**src/sirf_pkg.sv**
```systemverilog
// shared constants, types and codes of the signed integer radix formatter
package sirf_pkg;

  // sizing
  localparam int MAX_SYMBOLS  = 128;
  localparam int NUMBER_BITS  = 32;
  localparam int SYM_W        = 8;
  localparam int CNT_W        = $clog2(MAX_SYMBOLS + 1);
  localparam int SYM_IDX_W    = $clog2(MAX_SYMBOLS);
  localparam int DIG_W        = SYM_IDX_W;
  localparam int REM_W        = CNT_W;
  localparam int ND_W         = $clog2(NUMBER_BITS + 1);
  localparam int DBUF_IDX_W   = $clog2(NUMBER_BITS);
  localparam int BIT_CNT_W    = $clog2(NUMBER_BITS);
  localparam int PRESENT_W    = 128;
  localparam int PRESENT_IDX_W = $clog2(PRESENT_W);
  localparam int QUEUE_DEPTH  = 2;
  localparam int QPTR_W       = $clog2(QUEUE_DEPTH);
  localparam int QCNT_W       = $clog2(QUEUE_DEPTH + 1);

  // input mode codes
  localparam logic [1:0] MODE_CLEAR  = 2'd0;
  localparam logic [1:0] MODE_APPEND = 2'd1;
  localparam logic [1:0] MODE_FORMAT = 2'd2;

  // character constants
  localparam logic [SYM_W-1:0] CHAR_PLUS  = 8'h2B;
  localparam logic [SYM_W-1:0] CHAR_MINUS = 8'h2D;
  localparam logic [SYM_W-1:0] CHAR_LOW   = 8'd32;
  localparam logic [SYM_W-1:0] CHAR_HIGH  = 8'd126;

  typedef enum logic [1:0] {
    OP_CLEAR,
    OP_APPEND,
    OP_FORMAT
  } op_e;

  // one classified command as it sits in the queue
  typedef struct packed {
    op_e                    op;
    logic [SYM_W-1:0]       symbol;
    logic                   sym_ok;
    logic                   neg;
    logic [NUMBER_BITS-1:0] mag;
  } item_t;

  // queue to back end handshake
  typedef struct packed {
    logic  valid;
    item_t item;
  } q_head_t;

endpackage

```
**src/sirf_if.sv**
```systemverilog
// valid/ready channel interfaces for command words and character words
interface sirf_in_if;
  logic               valid;
  logic               ready;
  logic [1:0]         mode;
  logic [7:0]         symbol;
  logic signed [31:0] number;

  modport source (output valid, output mode, output symbol, output number, input ready);
  modport sink   (input valid, input mode, input symbol, input number, output ready);
endinterface

interface sirf_out_if;
  logic       valid;
  logic       ready;
  logic [7:0] char_out;
  logic       last;

  modport source (output valid, output char_out, output last, input ready);
  modport sink   (input valid, input char_out, input last, output ready);
endinterface

```
**src/signed_integer_radix_formatter.sv**
```systemverilog
// top level of the signed integer radix formatter
//
// usage
//   in_i carries command words: mode clear empties the digit alphabet, mode
//   append adds one symbol byte, mode format turns a signed 32-bit number into
//   text; mode 3 words are taken and dropped
//   out_o carries the character words, each held until taken: '-' for a
//   negative number, then the digits most significant first, last on the end
//   a bad alphabet or one with fewer than two symbols yields no words
// flow
//   clear and append update the alphabet registers as they leave the queue
//   format runs each digit through the bit-serial divider, then per character
//   reads the digit buffer (ST_RDDIG) and the symbol table (ST_RDSYM) and
//   emits the character in ST_EMIT, which waits on a stalled receiver
// reset
//   alphabet empty and good, queue and output register empty
// stall
//   a stalled receiver holds the output register; the back end waits on it,
//   the two-entry queue fills and then in_i.ready drops
module signed_integer_radix_formatter (
  input  logic        clk_i,
  input  logic        rst_ni,
  sirf_in_if.sink     in_i,
  sirf_out_if.source  out_o
);

  sirf_pkg::item_t   push_item;
  sirf_pkg::q_head_t head;
  logic              push, full, pop;

  // classify and take magnitude
  sirf_front u_front (
    .in_i   (in_i),
    .full_i (full),
    .push_o (push),
    .item_o (push_item)
  );

  // decouples intake from the slow divider
  sirf_fifo u_fifo (
    .clk_i  (clk_i),
    .rst_ni (rst_ni),
    .push_i (push),
    .item_i (push_item),
    .full_o (full),
    .head_o (head),
    .pop_i  (pop)
  );

  // alphabet, divider and character output
  sirf_back u_back (
    .clk_i  (clk_i),
    .rst_ni (rst_ni),
    .head_i (head),
    .pop_o  (pop),
    .out_o  (out_o)
  );

endmodule

```
**src/sirf_front.sv**
```systemverilog
// front end: takes command words, classifies them and pushes them to the queue
module sirf_front (
  sirf_in_if.sink         in_i,
  input  logic            full_i,
  output logic            push_o,
  output sirf_pkg::item_t item_o
);

  logic keep;

  assign in_i.ready = !full_i;

  always_comb begin
    keep        = 1'b1;
    item_o.op   = sirf_pkg::OP_CLEAR;
    unique case (in_i.mode)
      sirf_pkg::MODE_CLEAR:  item_o.op = sirf_pkg::OP_CLEAR;
      sirf_pkg::MODE_APPEND: item_o.op = sirf_pkg::OP_APPEND;
      sirf_pkg::MODE_FORMAT: item_o.op = sirf_pkg::OP_FORMAT;
      default:               keep      = 1'b0;
    endcase
    item_o.symbol = in_i.symbol;
    // printable, and not a sign character
    item_o.sym_ok = (in_i.symbol != sirf_pkg::CHAR_PLUS) &&
                    (in_i.symbol != sirf_pkg::CHAR_MINUS) &&
                    (in_i.symbol >= sirf_pkg::CHAR_LOW) &&
                    (in_i.symbol <= sirf_pkg::CHAR_HIGH);
    item_o.neg = in_i.number[sirf_pkg::NUMBER_BITS-1];
    // most negative value wraps to its own unsigned magnitude
    item_o.mag = item_o.neg ? (~in_i.number + 1'b1) : in_i.number;
  end

  assign push_o = in_i.valid && !full_i && keep;

endmodule

```
**src/sirf_fifo.sv**
```systemverilog
// short queue between front and back end
module sirf_fifo (
  input  logic              clk_i,
  input  logic              rst_ni,
  input  logic              push_i,
  input  sirf_pkg::item_t   item_i,
  output logic              full_o,
  output sirf_pkg::q_head_t head_o,
  input  logic              pop_i
);

  sirf_pkg::item_t                   mem_q [sirf_pkg::QUEUE_DEPTH];
  logic [sirf_pkg::QPTR_W-1:0]       wr_ptr_q, wr_ptr_d, rd_ptr_q, rd_ptr_d;
  logic [sirf_pkg::QCNT_W-1:0]       cnt_q, cnt_d;
  logic                              do_push, do_pop;

  assign full_o       = (cnt_q == sirf_pkg::QCNT_W'(sirf_pkg::QUEUE_DEPTH));
  assign head_o.valid = (cnt_q != '0);
  assign head_o.item  = mem_q[rd_ptr_q];
  assign do_push      = push_i && !full_o;
  assign do_pop       = pop_i && head_o.valid;

  always_comb begin
    wr_ptr_d = wr_ptr_q;
    rd_ptr_d = rd_ptr_q;
    cnt_d    = cnt_q;
    if (do_push) begin
      wr_ptr_d = (wr_ptr_q == sirf_pkg::QPTR_W'(sirf_pkg::QUEUE_DEPTH - 1)) ?
                 '0 : wr_ptr_q + 1'b1;
    end
    if (do_pop) begin
      rd_ptr_d = (rd_ptr_q == sirf_pkg::QPTR_W'(sirf_pkg::QUEUE_DEPTH - 1)) ?
                 '0 : rd_ptr_q + 1'b1;
    end
    case ({do_push, do_pop})
      2'b10:   cnt_d = cnt_q + 1'b1;
      2'b01:   cnt_d = cnt_q - 1'b1;
      default: cnt_d = cnt_q;
    endcase
  end

  always_ff @(posedge clk_i or negedge rst_ni) begin
    if (!rst_ni) begin
      wr_ptr_q <= '0;
      rd_ptr_q <= '0;
      cnt_q    <= '0;
    end else begin
      wr_ptr_q <= wr_ptr_d;
      rd_ptr_q <= rd_ptr_d;
      cnt_q    <= cnt_d;
    end
  end

  always_ff @(posedge clk_i) begin
    if (do_push) begin
      mem_q[wr_ptr_q] <= item_i;
    end
  end

endmodule

```
**src/sirf_back.sv**
```systemverilog
// back end: alphabet upkeep, digit-by-digit division and character output
module sirf_back (
  input  logic              clk_i,
  input  logic              rst_ni,
  input  sirf_pkg::q_head_t head_i,
  output logic              pop_o,
  sirf_out_if.source        out_o
);

  localparam logic [2:0] ST_IDLE  = 3'd0;
  localparam logic [2:0] ST_DIV   = 3'd1;
  localparam logic [2:0] ST_SIGN  = 3'd2;
  localparam logic [2:0] ST_RDDIG = 3'd3;
  localparam logic [2:0] ST_RDSYM = 3'd4;
  localparam logic [2:0] ST_EMIT  = 3'd5;

  logic [2:0]                         state_q, state_d;
  logic [sirf_pkg::CNT_W-1:0]         count_q, count_d;
  logic                               bad_q, bad_d;
  logic [sirf_pkg::PRESENT_W-1:0]     present_q, present_d;
  logic [sirf_pkg::NUMBER_BITS-1:0]   quo_q, quo_d;
  logic [sirf_pkg::REM_W-1:0]         rem_q, rem_d;
  logic [sirf_pkg::BIT_CNT_W-1:0]     bit_q, bit_d;
  logic [sirf_pkg::ND_W-1:0]          nd_q, nd_d;
  logic                               neg_q, neg_d;
  logic                               out_valid_q, out_valid_d;
  logic [sirf_pkg::SYM_W-1:0]         out_char_q, out_char_d;
  logic                               out_last_q, out_last_d;

  // memories
  logic [sirf_pkg::SYM_W-1:0]         sym_tab [sirf_pkg::MAX_SYMBOLS];
  logic [sirf_pkg::DIG_W-1:0]         dig_buf [sirf_pkg::NUMBER_BITS];
  logic [sirf_pkg::SYM_W-1:0]         sym_rd_q;
  logic [sirf_pkg::DIG_W-1:0]         dig_rd_q;
  logic                               tab_we, dbuf_we;
  logic [sirf_pkg::ND_W-1:0]          nd_prev;

  // divider step
  logic [sirf_pkg::REM_W:0]           trial;
  logic                               ge;
  logic [sirf_pkg::REM_W:0]           diff;
  logic [sirf_pkg::REM_W-1:0]         rem_step;
  logic [sirf_pkg::NUMBER_BITS-1:0]   quo_step;
  logic                               out_free, dup;

  assign trial    = {rem_q, quo_q[sirf_pkg::NUMBER_BITS-1]};
  assign ge       = (trial >= {1'b0, count_q});
  assign diff     = trial - {1'b0, count_q};
  assign rem_step = ge ? diff[sirf_pkg::REM_W-1:0] : trial[sirf_pkg::REM_W-1:0];
  assign quo_step = {quo_q[sirf_pkg::NUMBER_BITS-2:0], ge};
  assign out_free = !out_valid_q || out_o.ready;
  assign nd_prev  = nd_q - 1'b1;
  assign dup      = present_q[head_i.item.symbol[sirf_pkg::PRESENT_IDX_W-1:0]];
  assign pop_o    = (state_q == ST_IDLE);

  always_comb begin
    state_d     = state_q;
    count_d     = count_q;
    bad_d       = bad_q;
    present_d   = present_q;
    quo_d       = quo_q;
    rem_d       = rem_q;
    bit_d       = bit_q;
    nd_d        = nd_q;
    neg_d       = neg_q;
    out_valid_d = out_valid_q && !out_o.ready;
    out_char_d  = out_char_q;
    out_last_d  = out_last_q;
    tab_we      = 1'b0;
    dbuf_we     = 1'b0;
    unique case (state_q)
      ST_IDLE: begin
        if (head_i.valid) begin
          unique case (head_i.item.op)
            sirf_pkg::OP_CLEAR: begin
              count_d   = '0;
              bad_d     = 1'b0;
              present_d = '0;
            end
            sirf_pkg::OP_APPEND: begin
              if (!head_i.item.sym_ok || dup ||
                  (count_q >= sirf_pkg::CNT_W'(sirf_pkg::MAX_SYMBOLS))) begin
                bad_d = 1'b1;
              end else begin
                tab_we = 1'b1;
                count_d = count_q + 1'b1;
                present_d[head_i.item.symbol[sirf_pkg::PRESENT_IDX_W-1:0]] = 1'b1;
              end
            end
            sirf_pkg::OP_FORMAT: begin
              if (!bad_q && (count_q >= sirf_pkg::CNT_W'(2))) begin
                quo_d   = head_i.item.mag;
                neg_d   = head_i.item.neg;
                rem_d   = '0;
                bit_d   = '0;
                nd_d    = '0;
                state_d = ST_DIV;
              end
            end
            default: ;
          endcase
        end
      end
      ST_DIV: begin
        quo_d = quo_step;
        rem_d = rem_step;
        bit_d = bit_q + 1'b1;
        if (bit_q == sirf_pkg::BIT_CNT_W'(sirf_pkg::NUMBER_BITS - 1)) begin
          // one digit done: keep remainder, divide the quotient again
          dbuf_we = 1'b1;
          nd_d    = nd_q + 1'b1;
          rem_d   = '0;
          if (quo_step == '0) begin
            state_d = neg_q ? ST_SIGN : ST_RDDIG;
          end
        end
      end
      ST_SIGN: begin
        if (out_free) begin
          out_valid_d = 1'b1;
          out_char_d  = sirf_pkg::CHAR_MINUS;
          out_last_d  = 1'b0;
          state_d     = ST_RDDIG;
        end
      end
      ST_RDDIG: begin
        state_d = ST_RDSYM;
      end
      ST_RDSYM: begin
        nd_d    = nd_prev;
        state_d = ST_EMIT;
      end
      ST_EMIT: begin
        if (out_free) begin
          out_valid_d = 1'b1;
          out_char_d  = sym_rd_q;
          out_last_d  = (nd_q == '0);
          state_d     = (nd_q == '0) ? ST_IDLE : ST_RDDIG;
        end
      end
      default: state_d = ST_IDLE;
    endcase
  end

  always_ff @(posedge clk_i or negedge rst_ni) begin
    if (!rst_ni) begin
      state_q     <= ST_IDLE;
      count_q     <= '0;
      bad_q       <= 1'b0;
      present_q   <= '0;
      bit_q       <= '0;
      nd_q        <= '0;
      out_valid_q <= 1'b0;
    end else begin
      state_q     <= state_d;
      count_q     <= count_d;
      bad_q       <= bad_d;
      present_q   <= present_d;
      bit_q       <= bit_d;
      nd_q        <= nd_d;
      out_valid_q <= out_valid_d;
    end
  end

  always_ff @(posedge clk_i) begin
    quo_q      <= quo_d;
    rem_q      <= rem_d;
    neg_q      <= neg_d;
    out_char_q <= out_char_d;
    out_last_q <= out_last_d;
  end

  // symbol table, registered read held while the character waits
  always_ff @(posedge clk_i) begin
    if (tab_we) begin
      sym_tab[count_q[sirf_pkg::SYM_IDX_W-1:0]] <= head_i.item.symbol;
    end
    if (state_q == ST_RDSYM) begin
      sym_rd_q <= sym_tab[dig_rd_q];
    end
  end

  // digit buffer, registered read
  always_ff @(posedge clk_i) begin
    if (dbuf_we) begin
      dig_buf[nd_q[sirf_pkg::DBUF_IDX_W-1:0]] <= rem_step[sirf_pkg::DIG_W-1:0];
    end
    dig_rd_q <= dig_buf[nd_prev[sirf_pkg::DBUF_IDX_W-1:0]];
  end

  assign out_o.valid    = out_valid_q;
  assign out_o.char_out = out_char_q;
  assign out_o.last     = out_last_q;

  a_count_range: assert property (@(posedge clk_i) disable iff (!rst_ni)
    count_q <= sirf_pkg::CNT_W'(sirf_pkg::MAX_SYMBOLS))
    else $error("symbol count beyond capacity");

  a_rem_below_radix: assert property (@(posedge clk_i) disable iff (!rst_ni)
    (state_q == ST_DIV) |-> (rem_q < count_q))
    else $error("division remainder not below radix");

  a_digits_bounded: assert property (@(posedge clk_i) disable iff (!rst_ni)
    nd_q <= sirf_pkg::ND_W'(sirf_pkg::NUMBER_BITS))
    else $error("digit count beyond number width");

  a_last_ends_format: assert property (@(posedge clk_i) disable iff (!rst_ni)
    (state_q == ST_EMIT && out_free && nd_q == '0) |=>
      (state_q == ST_IDLE && out_o.valid && out_o.last))
    else $error("final digit did not close the format request");

endmodule
```
**src/flat_wrapper.sv**
```systemverilog
// flat-port wrapper written by rule: the top's interface ports become plain ports
module signed_integer_radix_formatter_flat 
  (clk_i, rst_ni, in_i_valid, in_i_mode, in_i_symbol, in_i_number, in_i_ready, out_o_valid, out_o_char_out, out_o_last, out_o_ready);
  sirf_in_if in_i_i ();
  sirf_out_if out_o_i ();
  input  logic clk_i;
  input  logic rst_ni;
  input wire logic [$bits(in_i_i.valid)-1:0] in_i_valid;
  input wire logic [$bits(in_i_i.mode)-1:0] in_i_mode;
  input wire logic [$bits(in_i_i.symbol)-1:0] in_i_symbol;
  input wire logic [$bits(in_i_i.number)-1:0] in_i_number;
  output wire logic [$bits(in_i_i.ready)-1:0] in_i_ready;
  output wire logic [$bits(out_o_i.valid)-1:0] out_o_valid;
  output wire logic [$bits(out_o_i.char_out)-1:0] out_o_char_out;
  output wire logic [$bits(out_o_i.last)-1:0] out_o_last;
  input wire logic [$bits(out_o_i.ready)-1:0] out_o_ready;
  assign in_i_i.valid = in_i_valid;
  assign in_i_i.mode = in_i_mode;
  assign in_i_i.symbol = in_i_symbol;
  assign in_i_i.number = in_i_number;
  assign in_i_ready = in_i_i.ready;
  assign out_o_valid = out_o_i.valid;
  assign out_o_char_out = out_o_i.char_out;
  assign out_o_last = out_o_i.last;
  assign out_o_i.ready = out_o_ready;
  signed_integer_radix_formatter u_core (.clk_i(clk_i), .rst_ni(rst_ni), .in_i(in_i_i), .out_o(out_o_i));
endmodule
```
**config.mk**
```make
export PLATFORM = sky130hd
export DESIGN_NAME = signed_integer_radix_formatter_flat
export DESIGN_NICKNAME = d
export VERILOG_FILES = /design/src/sirf_pkg.sv /design/src/sirf_if.sv /design/src/signed_integer_radix_formatter.sv /design/src/sirf_front.sv /design/src/sirf_fifo.sv /design/src/sirf_back.sv /design/src/flat_wrapper.sv
export SDC_FILE = /design/constraint.sdc
export NUM_CORES = 2
export LEC_CHECK = 0
export ABC_CLOCK_PERIOD_IN_PS = 12100
export BUFFER_PORTS_ARGS = -buffer_cell sky130_fd_sc_hd__buf_2
export CAP_MARGIN = 25
export CORE_ASPECT_RATIO = 1.5
export CORE_MARGIN = 1.5
export CORE_UTILIZATION = 30
export CTS_CLUSTER_SIZE = 16
export DETAILED_ROUTE_END_ITERATION = 10
export HOLD_SLACK_MARGIN = 0.02
export MAX_ROUTING_LAYER = met4
export RECOVER_POWER = 50
export SLEW_MARGIN = 30
export SYNTH_ARGS = -nofsm -noshare
export SYNTH_HDL_FRONTEND = slang
export SYNTH_SLANG_ARGS = --single-unit
```
**constraint.sdc**
```tcl
create_clock -name clk_i -period 12.1 [get_ports clk_i]
set_clock_uncertainty 0.15 [all_clocks]
set_input_delay 1.815 -clock clk_i [delete_from_list [all_inputs] [get_ports clk_i]]
set_output_delay 1.815 -clock clk_i [all_outputs]
set_load 0.02 [all_outputs]
```
### After elaboration in Yosys (flattened, before gate mapping)

Memories as Yosys holds them, arrays and structs flattened. A register that Yosys moved wholly into a read port is not among the register bits.
Index checks and enable logic that the tools add are counted.

* memory bits (writable): 1336
* bits of input ports: 46
* bits in registers: 206
* logic and storage cells: 164
* output and inout port bits: 11
* memories: 3

Memories
* u_core.u_back.sym_tab: depth 128, bits a word 8, rd ports 1, clocked after memory_dff 1, write ports 1, RTL line sirf_back.sv:31 `logic [sirf_pkg::SYM_W-1:0] sym_tab [sirf_pkg::MAX_SYMBOLS];`
* u_core.u_back.dig_buf: depth 32, bits a word 7, rd ports 1, clocked after memory_dff 1, write ports 1, RTL line sirf_back.sv:32 `logic [sirf_pkg::DIG_W-1:0] dig_buf [sirf_pkg::NUMBER_BITS];`
* u_core.u_fifo.mem_q: depth 2, bits a word 44, rd ports 1, clocked after memory_dff 0, write ports 1, RTL line sirf_fifo.sv:12 `sirf_pkg::item_t mem_q [sirf_pkg::QUEUE_DEPTH];`

* add/subtract/negate cells: 10
* equal/unequal tests: 24
* reduce and logical (&&, ||, !) cells: 38
* bitwise logic cells: 2
* muxes and demuxes: 65
* magnitude comparators: 7

Operators by type and width (count)
* $pmux W128 S2: 1
* $mux W128: 1
* $mux W32: 4
* $or A128 B128 Y128: 1
* $mux W8: 8
* $pmux W32 S2: 1
* $pmux W8 S2: 3
* $add A32 B1 Y32 const B: 1
* $logic_not A32 Y1: 1
* $not A32 Y32: 1
* $mux W6: 4
* $mux W1: 23
* $mux W3: 7
* $ne A2 B2 Y1 const B: 9
* $pmux W3 S6: 1
* $pmux W6 S3: 1
* $ne A8 B6 Y1 const B: 2
* $reduce_and A4 Y1: 4
* $mux W5: 3
* $logic_and A1 B1 Y1: 10
* $pmux W5 S2: 1
* $reduce_bool A2 Y1: 5
* $ge A9 B8 Y1: 1
* $add A8 B1 Y8 const B: 1
* 35 further kinds: 52

### Longest topological paths before layout

An unclocked memory read counts as a cell.

* word-level depth: 11
* depth in mapped cells: 17
* gate-level depth less buffers: 11

### Modules after synthesis

From an unflattened synthesis, not the netlist that was laid out.

* cells, all modules: 3298
* area total of the unflattened synthesis: 62696.4 um^2

By module, submodules not included
* sirf_back: cells an instance 3024, area an instance 58434.8 um^2, seq. area each 43161.4 um^2, times used 1
* sirf_fifo: cells an instance 155, area an instance 3400.8 um^2, seq. area each 2742.6 um^2, times used 1
* sirf_front: cells an instance 119, area an instance 860.8 um^2, seq. area each 0.0 um^2, times used 1

### Worst setup path before layout

Ideal clock, no wire load.

* path type: reg2reg
* start point: reg u_core.u_fifo.rd_ptr_q
* end point: mem u_core.u_back.sym_tab[108][0] (netlist bit), enable pin
* arrival: 8.684 ns
* setup time: 0.370 ns
* buffers on the path: 8
* setup slack: 2.895 ns
* stages on the path, launching flop included: 15
* required time: 11.580 ns
* cell sequence: dfrtp_1 buf_6 buf_6 buf_6 buf_2 buf_1 o21ai_0 nor4_1 a311o_1 or2_4 buf_6 or4_1 buf_4 buf_6 nor2_1

RTL lines
* start: declaration: RTL line sirf_fifo.sv:13 `logic [sirf_pkg::QPTR_W-1:0] wr_ptr_q, wr_ptr_d, rd_ptr_q, rd_ptr_d;`
* start signal: assignment: RTL line sirf_fifo.sv:49 `rd_ptr_q <= rd_ptr_d;`
* end: declaration: RTL line sirf_back.sv:31

==> flow_metrics.env <==
export IMPL_critical_path_class="reg2reg"
export IMPL_r2r_slack_ns=3.80
export IMPL_synth_compound_area_frac=0.03523
export IMPL_max_slew_worst_pin_slew_ns=5.476
export IMPL_synthTopCellsByCount="edfxtp_1, mux4_2, nand2_1, dfrtp_1"
export IMPL_cts_made_buffers=140
export IMPL_portBuffers=56
export IMPL_drv_slew=1075
export IMPL_cp_data_arrival_time_ns=8.54
export IMPL_fp_dieW_um=376.4
export IMPL_synthAdderAreaFrac=0.004107
export IMPL_timing_hold_ws_ns=0.1973
export IMPL_status="finished with violations"
export IMPL_ys_seq_area_frac=0.7314
export IMPL_htreeDepth=4
export IMPL_min_period_ns=8.296
export IMPL_yosysWarnings=0
export IMPL_syn_area_sq_mm=0.06276
export IMPL_syn_to_final_growth_pct=12.99
export IMPL_slew_headroom=-2.650
export IMPL_wl_per_cell_um=24.94
export IMPL_synthCells=3349
export IMPL_worstSetupEndpointType="flop"
export IMPL_first_global_vias=32840
export IMPL_synth_nets=3415
export IMPL_grt_overflow=0
export IMPL_synth_edf_count=1394
export IMPL_final_period_utilization=0.6856
export IMPL_drt_iter0_markers=2845
export IMPL_ios=57
export IMPL_hold_path_class="reg2reg"
export IMPL_synthSimpleGateAreaFrac=0.04783
export IMPL_pre_cts_ws_ns=5.553
export IMPL_grt_pass1_wl_mm=230.6
export IMPL_cts_repair_resized=0
export IMPL_tns_ns=0
export IMPL_max_freq_ghz=0.1205
export IMPL_ys_types=74
export IMPL_clk_latency_ns=0.78
export IMPL_antenna_found_initial=10
export IMPL_ys_flop_type="edfxtp_1"
export IMPL_cts_hold_buf=0
export IMPL_dieHeight_um=563.2
export IMPL_p_leak_nw=21.81
export IMPL_maxCapViolations=20
export IMPL_fin_ws_ns=3.804
export IMPL_synth_top_family_by_area="multiplexers"
export IMPL_nFillCells=19420
export IMPL_firstDrtPassIters=5
export IMPL_grt_setup_unrepaired="no"
export IMPL_synthArstFlopShare=0.1002
export IMPL_final_nets=3471
export IMPL_place_congestion=0.9198
export IMPL_drc_errors=0
export IMPL_synth_most_common_cell="edfxtp_1"
export IMPL_clock_sinks=1557
export IMPL_vias=31810
export IMPL_dp_cells=6054
export IMPL_violations="max-capacitance violations, max-slew violations"
export IMPL_synthMuxAreaShare=0.1596
export IMPL_routed_wl_mm=157.1
export IMPL_final_layout_size_suffix_gt1_frac=0.2250
export IMPL_yosys_area_top_type="edfxtp_1"
export IMPL_path_clk_slew_ns=0.07
export IMPL_synth_xor_area_share=0.006420
export IMPL_ir_worst_vdd_mv=0.1099
export IMPL_final_cells=6299
export IMPL_synthTopCellsByArea="edfxtp_1, mux4_2, dfrtp_1, nand2_1, o21ai_0"
export IMPL_cellPowerDensity_mw_per_mm2=181.0
export IMPL_hold_violations=0
export IMPL_gr_usage_all_layers=0.1508
export IMPL_cts_buffer_depth=4
export IMPL_worst_ep_required_time_ns=12.35
export IMPL_cts_tree="yes"
export IMPL_fp_coreArea_sq_mm=0.2080
export IMPL_hpwl_mm=100.2
export IMPL_rows=205
export IMPL_syn_avg_cell_area_sq_um=18.74
export IMPL_grt_max_degree=115
export IMPL_drtAntennaViolNets=0
export IMPL_root_buffer="clkbuf_16"
export IMPL_ys_seq_elements=1557
export IMPL_initial_utilization=0.3017
export IMPL_cts_setup_buffers=0
export IMPL_routed_via_density=5.051
export IMPL_start_kind="flop"
export IMPL_path_max_fanout=59
export IMPL_die_area_sq_mm=0.2120
export IMPL_yosys_area_top_type_share=0.6670
export IMPL_final_setup_viol_count=0
[registers in the layout, summed over array words and instances (netlist names)]
signal and count:
u_core.u_fifo.cnt_q 2, u_core.u_back.present_q 128, u_core.u_back.count_q 8, u_core.u_back.rem_q 8, u_core.u_fifo.rd_ptr_q 1, u_core.u_back.dig_buf 224, u_core.u_back.bit_q 5, u_core.u_back.sym_rd_q 8
u_core.u_fifo.wr_ptr_q 1, u_core.u_back.dig_rd_q 7, u_core.u_fifo.mem_q 88, u_core.u_back.quo_q 32, u_core.u_back.out_o.valid 1, u_core.u_back.bad_q 1, u_core.u_back.out_o.char_out 8, u_core.u_back.neg_q 1
u_core.u_back.out_o.last 1, u_core.u_back.nd_q 6, u_core.u_back.state_q 3, u_core.u_back.sym_tab 1024
[path summary, 6_finish.rpt]
check,startpoint,to,cells after the start
worst max-delay path,u_core.u_fifo.rd_ptr_q,u_core.u_back.sym_tab[37][5],9
worst min-delay path,u_core.u_back.neg_q,u_core.u_back.state_q[0],1
worst max register to register,u_core.u_fifo.rd_ptr_q,u_core.u_back.sym_tab[37][5],9
worst min register to register,u_core.u_back.neg_q,u_core.u_back.state_q[0],1
max in group asynchronous,rst_ni,u_core.u_back.present_q[5],1
min in group asynchronous,rst_ni,u_core.u_back.present_q[85],1
[power by group]
| group | switching, mW | total, mW | internal, mW |
|---|---|---|---|
| clock | 1.91 | 4.37 | 2.46 |
| sequential | 0.0867 | 6.65 | 6.56 |
| combinational | 1.42 | 1.81 | 0.394 |
| total | 3.42 | 12.8 | 9.42 |
[cell usage in the layout (no fill, tap or decap), drive strengths merged, types with 6 or more instances in the layout]
cell type  netlist  layout
inv             38      44
diode            0       7
and3b            6       6
nor3            82      82
clkinv           1      39
mux4           406     406
buf             61      69
dfrtp          156     156
nor2           156     156
bufinv           0      13
edfxtp        1394    1394
nor4            24      24
clkbuf         135     210
and3            10      10
nand4            8       8
a22oi            7       7
or3             15      15
ha              19      19
xnor2           42      42
a22o            37      37
nand3           40      40
clkinvlp         0       9
or2              6       6
and2             8       8
o21ai          163     163
nand2b          12      12
a31oi            8       8
or4             14      14
o41ai            6       6
o31ai           15      15
mux2            20      20
nand2          255     255
o22ai           26      26
dfxtp            7       7
nor2b            7       7
a21oi           30      30
mux2i           61      61
[kinds of logic after synthesis]
logic type,after synthesis
AND/OR/NAND/NOR,656
AO/OA/AOI/OAI,348
flip-flops,1557
XOR/XNOR,46
buffers and inverters,235
multiplexers,487
adder cells (fa/ha/maj),20
[worst max-delay path: stages (launching register included)]
cell,delay [ns]
dfrtp_1,1.10
nor2b_1,0.16
a21oi_1,0.49
clkinvlp_2,2.26
nand2_1,0.73
a311oi_1,0.09
or4_1,0.67
or2_4,0.39
or4_2,1.16
nor2_1,0.73
[metrics by stage]
stage	total power [mW]	util	area, sq um
6_report	12.83	0.3409	70910
5_1_grt	13.24	0.3409	70900
4_1_cts	12.91	0.3400	70740
3_5_place_dp	8.567	0.3190	66350
3_3_place_gp	8.536	0.3184	66240
2_1_floorplan	7.762	-	62760
[layer usage]
layer / vias to the layer above / track usage / wire [um]
li1: 13650 / - / -
met1: 16680 / 0.1727 / 58480
met2: 1143 / 0.2660 / 83540
met3: 339 / 0.01638 / 7381
met4: 0 / 0.06633 / 7708
met5: - / - / 0
[cell type report]
type | count | area, sq um | area share
Tap cell | 2794 | 3496 | 0.04930
Multi-Input combinational cell | 1557 | 16260 | 0.2293
Clock inverter | 66 | 679.4 | 0.009582
Antenna cell | 7 | 17.52 | 0.0002470
Inverter | 39 | 155.1 | 0.002188
Clock buffer | 169 | 3706 | 0.05227
Sequential cell | 1557 | 45920 | 0.6476
Timing Repair Buffer | 110 | 671.9 | 0.009476
Note: power is estimated with default switching activity, not from simulation.
